===== src/rtl/rcpm_pkg.sv =====
// ----------------------------------------------------------------------------
// rcpm_pkg
// Shared constants, codes and controller/datapath command types for the
// rational cubic polynomial mapper.
// ----------------------------------------------------------------------------
`default_nettype none

package rcpm_pkg;

  localparam int TBL_WORDS  = 88;
  localparam int NUM_TERMS  = 20;
  localparam int AXIS_WORDS = 2 * NUM_TERMS - 1;
  localparam int SRC_CTR    = 2 * AXIS_WORDS;
  localparam int SRC_INV    = SRC_CTR + 3;
  localparam int DST_CTR    = SRC_INV + 3;
  localparam int DST_SCL    = DST_CTR + 2;

  localparam int IN_TDATA_W  = 296;
  localparam int OUT_TDATA_W = 96;

  localparam logic [1:0] REQ_LOAD  = 2'd0;
  localparam logic [1:0] REQ_XFORM = 2'd1;
  localparam logic [1:0] REQ_RESID = 2'd2;

  localparam logic [1:0] ST_OK   = 2'd0;
  localparam logic [1:0] ST_ZERO = 2'd1;
  localparam logic [1:0] ST_BAD  = 2'd2;

  localparam logic [63:0] ONE40 = 64'h0000_0100_0000_0000;
  localparam logic [63:0] MAX48 = 64'h0000_7FFF_FFFF_FFFF;
  localparam logic [63:0] LIM62 = 64'h4000_0000_0000_0000;

  localparam logic [4:0] MONO_A [NUM_TERMS] = '{
    5'd0, 5'd1, 5'd2, 5'd3, 5'd1, 5'd1, 5'd2, 5'd1, 5'd2, 5'd3,
    5'd7, 5'd8, 5'd9, 5'd4, 5'd7, 5'd7, 5'd4, 5'd8, 5'd5, 5'd6};
  localparam logic [4:0] MONO_B [NUM_TERMS] = '{
    5'd0, 5'd0, 5'd0, 5'd0, 5'd2, 5'd3, 5'd3, 5'd1, 5'd2, 5'd3,
    5'd1, 5'd2, 5'd3, 5'd3, 5'd2, 5'd3, 5'd2, 5'd3, 5'd3, 5'd3};

  typedef enum logic [1:0] {A_DIFF, A_TBL, A_TERM} a_sel_t;
  typedef enum logic [1:0] {B_TBL, B_TERM, B_NUM} b_sel_t;

  typedef struct packed {
    logic       capture;
    logic       tbl_we;
    logic [6:0] tbl_addr;
    logic [4:0] term_addr;
    logic       term_we;
    logic       term_one;
    a_sel_t     a_sel;
    logic       ld_a;
    logic [1:0] coord;
    b_sel_t     b_sel;
    logic       ld_b;
    logic       mul_step;
    logic       rnd;
    logic       shift40;
    logic       sat;
    logic       lim62;
    logic       acc_init;
    logic       num_add;
    logic       den_add;
    logic       div_init;
    logic       div_step;
    logic       div_rnd;
    logic       res_wr;
    logic       ax;
    logic       set_zero;
    logic       clr_zero;
    logic       out_wr;
  } dp_cmd_t;

  typedef struct packed {
    logic [1:0] req;
    logic       idx_ok;
    logic       den_zero;
  } dp_stat_t;

endpackage

`default_nettype wire


===== src/rtl/rcpm_ctrl.sv =====
// ----------------------------------------------------------------------------
// rcpm_ctrl
// Controller: sequences table loads, normalization, monomials, numerator and
// denominator sums, scaling and division, and the output handshake.
// ----------------------------------------------------------------------------
`default_nettype none

module rcpm_ctrl (
  input  logic               clk,
  input  logic               rst_n,
  input  logic               in_tvalid,
  output logic               in_tready,
  output logic               out_tvalid,
  input  logic               out_tready,
  output rcpm_pkg::dp_cmd_t  cmd,
  input  rcpm_pkg::dp_stat_t stat
);
  import rcpm_pkg::*;

  typedef enum logic [3:0] {
    S_IDLE, S_DECODE, S_START, S_AXIS, S_RDA, S_LDA, S_LDB, S_MUL,
    S_RND, S_SAT, S_WB, S_ZCHK, S_DIVI, S_DIV, S_DRND, S_FIN
  } state_t;

  typedef enum logic [2:0] {PH_NORM, PH_MONO, PH_NUM, PH_DEN, PH_SCALE} phase_t;

  state_t     state_r, state_nxt;
  phase_t     phase_r, phase_nxt;
  logic       ax_r, ax_nxt;
  logic [4:0] t_r, t_nxt;
  logic [6:0] cnt_r, cnt_nxt;
  logic       out_valid_r, out_valid_nxt;
  logic [6:0] base;

  always_comb begin
    state_nxt     = state_r;
    phase_nxt     = phase_r;
    ax_nxt        = ax_r;
    t_nxt         = t_r;
    cnt_nxt       = cnt_r;
    out_valid_nxt = out_valid_r && !out_tready;
    cmd           = '0;
    base          = ax_r ? 7'(AXIS_WORDS) : 7'd0;
    in_tready     = state_r == S_IDLE;
    cmd.coord     = t_r[1:0];
    cmd.ax        = ax_r;
    cmd.shift40   = phase_r != PH_NORM;
    cmd.lim62     = phase_r inside {PH_NUM, PH_DEN, PH_SCALE};
    case (phase_r)
      PH_NORM: begin
        cmd.a_sel = A_DIFF;
        cmd.b_sel = B_TBL;
      end
      PH_MONO: begin
        cmd.a_sel = A_TERM;
        cmd.b_sel = B_TERM;
      end
      PH_SCALE: begin
        cmd.a_sel = A_TBL;
        cmd.b_sel = B_NUM;
      end
      default: begin
        cmd.a_sel = A_TBL;
        cmd.b_sel = B_TERM;
      end
    endcase

    case (state_r)
      S_IDLE: begin
        if (in_tvalid) begin
          cmd.capture = 1'b1;
          state_nxt   = S_DECODE;
        end
      end
      S_DECODE: begin
        if (stat.req == REQ_LOAD) begin
          cmd.tbl_we = stat.idx_ok;
          state_nxt  = S_FIN;
        end else if (stat.req inside {REQ_XFORM, REQ_RESID}) begin
          state_nxt = S_START;
        end else begin
          state_nxt = S_FIN;
        end
      end
      S_START: begin
        cmd.term_we   = 1'b1;
        cmd.term_one  = 1'b1;
        cmd.term_addr = 5'd0;
        cmd.clr_zero  = 1'b1;
        phase_nxt     = PH_NORM;
        t_nxt         = 5'd0;
        ax_nxt        = 1'b0;
        state_nxt     = S_RDA;
      end
      S_AXIS: begin
        cmd.acc_init = 1'b1;
        phase_nxt    = PH_NUM;
        t_nxt        = 5'd0;
        state_nxt    = S_RDA;
      end
      S_RDA: begin
        case (phase_r)
          PH_NORM:  cmd.tbl_addr = 7'(SRC_CTR) + 7'(t_r);
          PH_MONO:  cmd.term_addr = MONO_A[t_r];
          PH_NUM:   cmd.tbl_addr = base + 7'(t_r);
          PH_DEN:   cmd.tbl_addr = base + 7'(NUM_TERMS) + 7'(t_r) - 7'd1;
          PH_SCALE: cmd.tbl_addr = 7'(DST_SCL) + {6'd0, ax_r};
          default:  cmd.tbl_addr = 7'd0;
        endcase
        state_nxt = S_LDA;
      end
      S_LDA: begin
        cmd.ld_a = 1'b1;
        case (phase_r)
          PH_NORM: cmd.tbl_addr = 7'(SRC_INV) + 7'(t_r);
          PH_MONO: cmd.term_addr = MONO_B[t_r];
          default: cmd.term_addr = t_r;
        endcase
        state_nxt = S_LDB;
      end
      S_LDB: begin
        cmd.ld_b  = 1'b1;
        cnt_nxt   = 7'd0;
        state_nxt = S_MUL;
      end
      S_MUL: begin
        cmd.mul_step = 1'b1;
        cnt_nxt      = cnt_r + 7'd1;
        if (cnt_r == 7'd3) begin
          state_nxt = (phase_r == PH_SCALE) ? S_DIVI : S_RND;
        end
      end
      S_RND: begin
        cmd.rnd   = 1'b1;
        state_nxt = S_SAT;
      end
      S_SAT: begin
        cmd.sat      = 1'b1;
        cmd.tbl_addr = 7'(DST_CTR) + {6'd0, ax_r};
        state_nxt    = S_WB;
      end
      S_WB: begin
        state_nxt = S_RDA;
        t_nxt     = t_r + 5'd1;
        case (phase_r)
          PH_NORM: begin
            cmd.term_we   = 1'b1;
            cmd.term_addr = t_r + 5'd1;
            if (t_r == 5'd2) begin
              phase_nxt = PH_MONO;
              t_nxt     = 5'd4;
            end
          end
          PH_MONO: begin
            cmd.term_we   = 1'b1;
            cmd.term_addr = t_r;
            if (t_r == 5'(NUM_TERMS - 1)) begin
              ax_nxt    = 1'b0;
              state_nxt = S_AXIS;
            end
          end
          PH_NUM: begin
            cmd.num_add = 1'b1;
            if (t_r == 5'(NUM_TERMS - 1)) begin
              phase_nxt = PH_DEN;
              t_nxt     = 5'd1;
            end
          end
          PH_DEN: begin
            cmd.den_add = 1'b1;
            if (t_r == 5'(NUM_TERMS - 1)) begin
              state_nxt = S_ZCHK;
            end
          end
          default: begin
            cmd.res_wr = 1'b1;
            if (ax_r) begin
              state_nxt = S_FIN;
            end else begin
              ax_nxt    = 1'b1;
              state_nxt = S_AXIS;
            end
          end
        endcase
      end
      S_ZCHK: begin
        if (stat.den_zero) begin
          cmd.set_zero = 1'b1;
          state_nxt    = S_FIN;
        end else begin
          phase_nxt = PH_SCALE;
          state_nxt = S_RDA;
        end
      end
      S_DIVI: begin
        cmd.div_init = 1'b1;
        cnt_nxt      = 7'd0;
        state_nxt    = S_DIV;
      end
      S_DIV: begin
        cmd.div_step = 1'b1;
        cnt_nxt      = cnt_r + 7'd1;
        if (cnt_r == 7'd127) begin
          state_nxt = S_DRND;
        end
      end
      S_DRND: begin
        cmd.div_rnd = 1'b1;
        state_nxt   = S_SAT;
      end
      S_FIN: begin
        if (!out_valid_r || out_tready) begin
          cmd.out_wr    = 1'b1;
          out_valid_nxt = 1'b1;
          state_nxt     = S_IDLE;
        end
      end
      default: begin
        state_nxt = S_IDLE;
      end
    endcase
  end

  always_ff @(posedge clk) begin
    if (!rst_n) begin
      state_r     <= S_IDLE;
      phase_r     <= PH_NORM;
      ax_r        <= 1'b0;
      t_r         <= 5'd0;
      cnt_r       <= 7'd0;
      out_valid_r <= 1'b0;
    end else begin
      state_r     <= state_nxt;
      phase_r     <= phase_nxt;
      ax_r        <= ax_nxt;
      t_r         <= t_nxt;
      cnt_r       <= cnt_nxt;
      out_valid_r <= out_valid_nxt;
    end
  end

  assign out_tvalid = out_valid_r;

endmodule

`default_nettype wire


===== config.mk =====
export PLATFORM = sky130hd
export DESIGN_NAME = rcpm_ctrl
export DESIGN_NICKNAME = d
export VERILOG_FILES = /design/src/rtl/rcpm_pkg.sv /design/src/rtl/rcpm_ctrl.sv
export SDC_FILE = /design/constraint.sdc
export NUM_CORES = 1
export LEC_CHECK = 0
export BUFFER_PORTS_ARGS = -buffer_cell sky130_fd_sc_hd__buf_2
export CAP_MARGIN = 5
export CORE_ASPECT_RATIO = 1.4
export CORE_MARGIN = 10
export CORE_UTILIZATION = 56
export DETAILED_ROUTE_END_ITERATION = 6
export PLACE_DENSITY = 0.77
export SLEW_MARGIN = 20
export SYNTH_ARGS = -nofsm -noshare
export SYNTH_HDL_FRONTEND = slang
export SYNTH_SLANG_ARGS = --single-unit

===== constraint.sdc =====
create_clock -name clk -period 4.2 [get_ports clk]
set_clock_uncertainty 0.2 [all_clocks]
set_input_delay 0.84 -clock clk [delete_from_list [all_inputs] [get_ports clk]]
set_output_delay 0.84 -clock clk [all_outputs]
set_load 0.05 [all_outputs]

# Word-level counts from Yosys, hierarchy flattened
# Memory sizes are Yosys's and may differ from the RTL's.
# Cells that the tools add are included.
# totals
ramBits	0
mem_count	2
latchBits	0
reg_bits	21
romBits	320
input_bits	8
# op_classes
reduce_logical	24
n_addsub	10
magnitude_cmp	1
eq_ne	35
div_mod_pow	0
n_mul	0
shifts	0
bitwise	1
mux	66
# mem_list
memory	words	word_bits	rd	rd_clocked_by_memory_dff	write_ports	line_no	text
(no name shown)	32	5	1	0	0	rcpm_ctrl.sv:116	PH_MONO: cmd.term_addr = MONO_B[t_r];
(no name shown)	32	5	1	0	0	rcpm_ctrl.sv:104	PH_MONO: cmd.term_addr = MONO_A[t_r];
# ops
cell	count
4-bit one-hot mux with 14 select lines	1
4-bit two-way mux	9
5-bit two-way mux	7
4-bit == test (second input constant)	8
5-bit one-hot mux with 2 select lines	3
7-bit one-hot mux with 4 select lines	1
1-bit two-way mux	25
7-bit one-hot mux with 3 select lines	1
4-bit by 3-bit == test with 1-bit output (second input constant)	4
3-bit two-way mux	5
5-bit one-hot mux with 3 select lines	1
7-bit by 1-bit adder with 7-bit output (first input constant)	2
7-bit by 5-bit adder with 7-bit output (first input constant)	2
7-bit one-hot mux with 2 select lines	1
2-bit != test (second input constant)	6
3-bit one-hot mux with 4 select lines	1
4-bit one-hot mux with 3 select lines	1
6-bit one-hot mux with 2 select lines	1
2-bit OR reduction	5
3-bit != test (second input constant)	3
4-bit by 2-bit == test with 1-bit output (second input constant)	2
2-bit one-hot mux with 2 select lines	2
2-bit nonzero test	4
6-bit by 5-bit adder with 7-bit output	1
other kinds (36)	41

# Logic depth before layout (Yosys ltp)
# depth
depth_word	6
depth_mapped	11
ltp_nobuf	11

# Least setup slack after synthesis
# No wires, ideal clock.
# synth_path
kind	flip-flop to output port
start	register t_r[1]
end	output cmd[36] (netlist bit)
path_stages_with_launch	12
t_required_ns	3.160
arrival_ns	2.952
slack_ns	0.208
path_cell_list	dfxtp_1 inv_1 ha_1 inv_1 ha_1 inv_1 fa_1 inv_1 a21oi_1 mux2_2 a2bb2oi_1 o21ai_1
# synth_lines
element	line_no	text
start: declaration	rcpm_ctrl.sv:30	logic [4:0] t_r, t_nxt;
start signal: assignment	rcpm_ctrl.sv:236	t_r <= t_nxt;
end: declaration	rcpm_ctrl.sv:15	output rcpm_pkg::dp_cmd_t cmd,

==> impl_summary.md <==
Floorplan
Once the floorplan was initialized, standard cells occupied between 50% and 60% of the core. From bottom edge to top edge, the die measures 99.04 um. In this run the standard cell core region covers approximately 0.0043 mm2. The overall die width is ~76 um. The die area is ~0.0076 mm2. During I/O placement, the number of pins put on the boundary was 50. The floorplan has 28 rows.

Clocking
Gates resized during post-CTS repair numbered 0. The clock passes through at most 2 buffers. Buffers inserted to repair hold after CTS numbered 0. In this run the number of H-tree levels came out at 1. The number of CTS-inserted buffers is 3. At the later pin of the worst-skew pair, clock insertion delay measures 0.27 ns. The CTS root buffer is sky130_fd_sc_hd__clkbuf_8. The TritonCTS clock tree is done. Counting every sink on the clock net gives 21. Once the clock tree was built, the setup fixing pass inserted 0 buffers.

Clock-pin slew was measured on the worst setup and hold paths at 0.08 ns.

STA
The worst-case hold slack is roughly 0.28 ns. Setup violations remaining at the end of the flow were counted as 0. After layout, the worst setup slack is between 0.2 and 0.3 ns. The post-route clock period utilization is 93.34%. The actual transition at the worst max-transition pin is between 0.6 and 0.7 ns. The number of hold-slack violations in the final timing report is 0. Setup repair after global routing left no endpoint under its margin. Setup total negative slack on the finished layout was measured at 0 ns.

The max-slew violation total from the final report is 0. The smallest clock period supported by the final layout is computed as a little under 4 ns. Timing would allow up to around 0.26 GHz. Measured against its own limit, the worst slew margin works out to about three fifths.

Final layout
The final standard cell count with taps included and fillers excluded is 450. The layout overhead on the synthesized area is 12.52%. The number of nets in the layout is 423. The layout cell share with drive strength beyond 1 is 17.95%. The count of inserted antenna diode cells is 0. The fill cell instance count of the final layout is between 400 and 500.

Worst setup path
The critical path is of the register to primary output type. STA puts the critical path data arrival time at 2.88 ns. The end of the worst register-to-register path is state_r[0]$_SDFFE_PN0P_.

The path depth of the worst reg2reg path is 7. STA classifies the critical path endpoint as a primary output. In this run the worst path has a maximum fanout of 8. The critical path data required time is about 3.2 ns. The launching element type of the critical path is a register. The reg-to-reg setup timing slack is between 1.5 and 2 ns. The launch instance of the worst register-to-register path is t_r[0]$_SDFFE_PN0P_.

Min path
The worst hold path terminates at cnt_r[1]$_SDFFE_PN0P_. The tightest min-delay check is of the register to register type. The worst hold path passes through 2 cells. The startpoint identified for the worst hold timing path is cnt_r[1]$_SDFFE_PN0P_.

Placement
At the end of routability-driven placement, the weighted congestion stood at just over 0.9. The cell count after placement is 446. Detailed placement ended at an HPWL of 6067 um. The count of input and output buffers is about 50. The post-place setup slack is 0.4661 ns.

Yosys
The largest family of logic cells by synthesized area is compound AO/OA/AOI/OAI gates. The number of register bits inferred by synthesis is 21. The synthesized netlist devotes a little over a quarter of its cell area to compound gates. The main flop type after synthesis is sky130_fd_sc_hd__dfxtp_1. The mean cell area of the mapped netlist is 7.038 um2. The sequential area share after synthesis is roughly 17%. The area share of xor/xnor cells in the synthesized design is 5.608%. The share of async-settable or async-resettable flops after synthesis is 0%. During synthesis, Yosys emitted a total of 0 warnings.

Synthesis produced a netlist whose cell count is 355. Of the post-synthesis cell area, the part taken by muxes is 3.405%. After Yosys synthesis, full adders, half adders and majority gates account for approximately an eighth of the synthesized area.

The number of enable flip-flop cells after synthesis is 0. The total standard cell area after synthesis is between 0.002 and 0.0025 mm2. In this run, distinct cell masters in the synthesized netlist total 59.

The net count of the mapped netlist is 387. Summing the areas of all and, or, nand and nor instances in the mapped netlist gives roughly a quarter of the synthesized area.

Global routing
For met3 alone, demand over resource in global routing was under 10%. After global routing the overflow that remains totals 0. The global-route total usage across every layer is 19.66%. The number of global-route vias before repair is around 2600.

The number of antenna violations at the first check in global routing is 0. The layer flagged by global routing as most heavily used is met2. The first global-routing pass estimated between 10000 and 15000 um of wire. Global routing used between 20% and 30% of the available met1 tracks. The met2 capacity usage during global routing is 34.78%.

The maximum number of pins on one net before global-route repair is 27.

Detailed routing
The total number of vias is between 2000 and 3000. For this block, the routed nets add up to 7886 um of wire. The first detailed-routing pass ran for 5 iterations. In the final routed layout, each cell accounts on average for 17.52 um. After detailed routing, the number of vias per cell comes to approximately 6.2.

In this run the remaining antenna-violating nets after routing total 0. For this run, design rule violations remaining after detail routing come to 0. For this block, the initial DRC count from the detailed router was between 200 and 300.

Flow run
The number of max-cap violations is 0.

Pwr
In this run the static leakage power is between 1 and 1.5 nW. The power density of the placed cells is about 380 mW/mm2. VDD sags by at most 0.4514 mV.

Status
The flow ran to the end, and the final reports show no timing, DRC or antenna violations.
[state kept, by name, summed over array words and instances (netlist names)]
name        cells
ax_r            1
cnt_r           7
out_tvalid      1
phase_r         3
state_r         4
t_r             5
[worst max-delay path by stage]
| stage | cells past startpoint | end | start | slack [ns] |
|---|---|---|---|---|
| after global routing | 12 | cmd[36] | t_r[0]$_SDFFE_PN0P_ | 0.13 |
| after global placement | 12 | cmd[36] | ax_r$_SDFFE_PN0P_ | 0.57 |
| after CTS | 12 | cmd[36] | ax_r$_SDFFE_PN0P_ | 0.18 |
| after floorplan | 11 | cmd[36] | t_r[1]$_SDFFE_PN0P_ | 0.21 |
| after detailed placement | 12 | cmd[36] | ax_r$_SDFFE_PN0P_ | 0.47 |
| final | 12 | cmd[36] | t_r[0]$_SDFFE_PN0P_ | 0.28 |
[Yosys cell counts, types with 6 or more instances]
cell / count / share of area [%]
sky130_fd_sc_hd__nand2_1: 34 / 5.1
sky130_fd_sc_hd__nor2_1: 33 / 5.0
sky130_fd_sc_hd__inv_1: 29 / 4.4
sky130_fd_sc_hd__ha_1: 22 / 11
sky130_fd_sc_hd__o21ai_0: 22 / 4.4
sky130_fd_sc_hd__dfxtp_1: 21 / 17
sky130_fd_sc_hd__a21oi_1: 20 / 4.0
sky130_fd_sc_hd__clkbuf_1: 17 / 2.6
sky130_fd_sc_hd__nand3_1: 12 / 2.4
sky130_fd_sc_hd__o22ai_1: 12 / 3.0
sky130_fd_sc_hd__xnor2_1: 12 / 4.2
sky130_fd_sc_hd__nor3_1: 10 / 2.0
sky130_fd_sc_hd__nand2b_1: 6 / 1.5
sky130_fd_sc_hd__nor2b_1: 6 / 1.5
[kinds of logic after synthesis]
kind of cell / Yosys count
compound gates: 101
fa+ha+maj: 24
buf+inv: 57
xor+xnor: 16
simple gates: 129
mux: 7
flops: 21
[layout by cell type (no fill, tap or decap), drive strengths merged, types with 3 or more instances in the layout]
cell and n:
ha 22, o2111ai 4, dfxtp 21, o21ai 23
nand2 34, a31oi 5, xor2 4, nor2b 6
a21oi 21, mux2i 4, buf 58, o22ai 12
or2 4, nor3 10, nor3b 3, a22oi 5
xnor2 12, nand4 3, nand2b 6, clkbuf 3
or3 4, nor2 33, nand3 12, nand3b 3
nor4 4, inv 29, a221oi 3
[per-stage QoR]
stage / utilization, % / total power [mW] / area [um2]
finish: 65.78 / 1.070 / 2811
global route: 65.78 / 1.132 / 2811
CTS: 65.75 / 1.067 / 2810
detailed placement: 64.67 / 0.9295 / 2764
global placement: 64.67 / 0.9240 / 2764
floorplan: - / 0.7909 / 2499
[metal layers]
layer / up-vias / routed length [um] / share of wire (%)
met4: 0 / 292 / 3.7
li1: 1339 / - / -
met5: - / 0 / 0
met1: 1299 / 3159 / 40
met2: 145 / 3948 / 50
met3: 24 / 486 / 6.2
[layout make-up]
| type | count | area (um2) | share of cell area (%) |
|---|---|---|---|
| clock buffers | 3 | 41.29 | 1.469 |
| clock inverters | 1 | 5.005 | 0.1780 |
| inverters | 30 | 112.6 | 4.005 |
| multi-input cells | 277 | 1843 | 65.55 |
| flip-flops and latches | 21 | 421.7 | 15.00 |
| well taps | 60 | 75.07 | 2.670 |
| repair buffers | 58 | 312.8 | 11.13 |
[power breakdown]
group	switching [mW]	internal [mW]
Clock	0.0712	0.0663
Sequential	0.0603	0.218
Combinational	0.481	0.173
Total	0.613	0.457
[worst max-delay path: stages (launching register included)]
cell and delay (ns):
sky130_fd_sc_hd__dfxtp_1 0.53, sky130_fd_sc_hd__inv_1 0.23, sky130_fd_sc_hd__ha_1 0.24, sky130_fd_sc_hd__inv_1 0.05, sky130_fd_sc_hd__ha_1 0.15, sky130_fd_sc_hd__inv_1 0.05, sky130_fd_sc_hd__fa_1 0.39, sky130_fd_sc_hd__inv_1 0.07
sky130_fd_sc_hd__a21oi_1 0.07, sky130_fd_sc_hd__mux2_2 0.27, sky130_fd_sc_hd__a2bb2oi_1 0.13, sky130_fd_sc_hd__o21ai_1 0.15, sky130_fd_sc_hd__buf_2 0.29
Power figures use the tool's default switching activity.
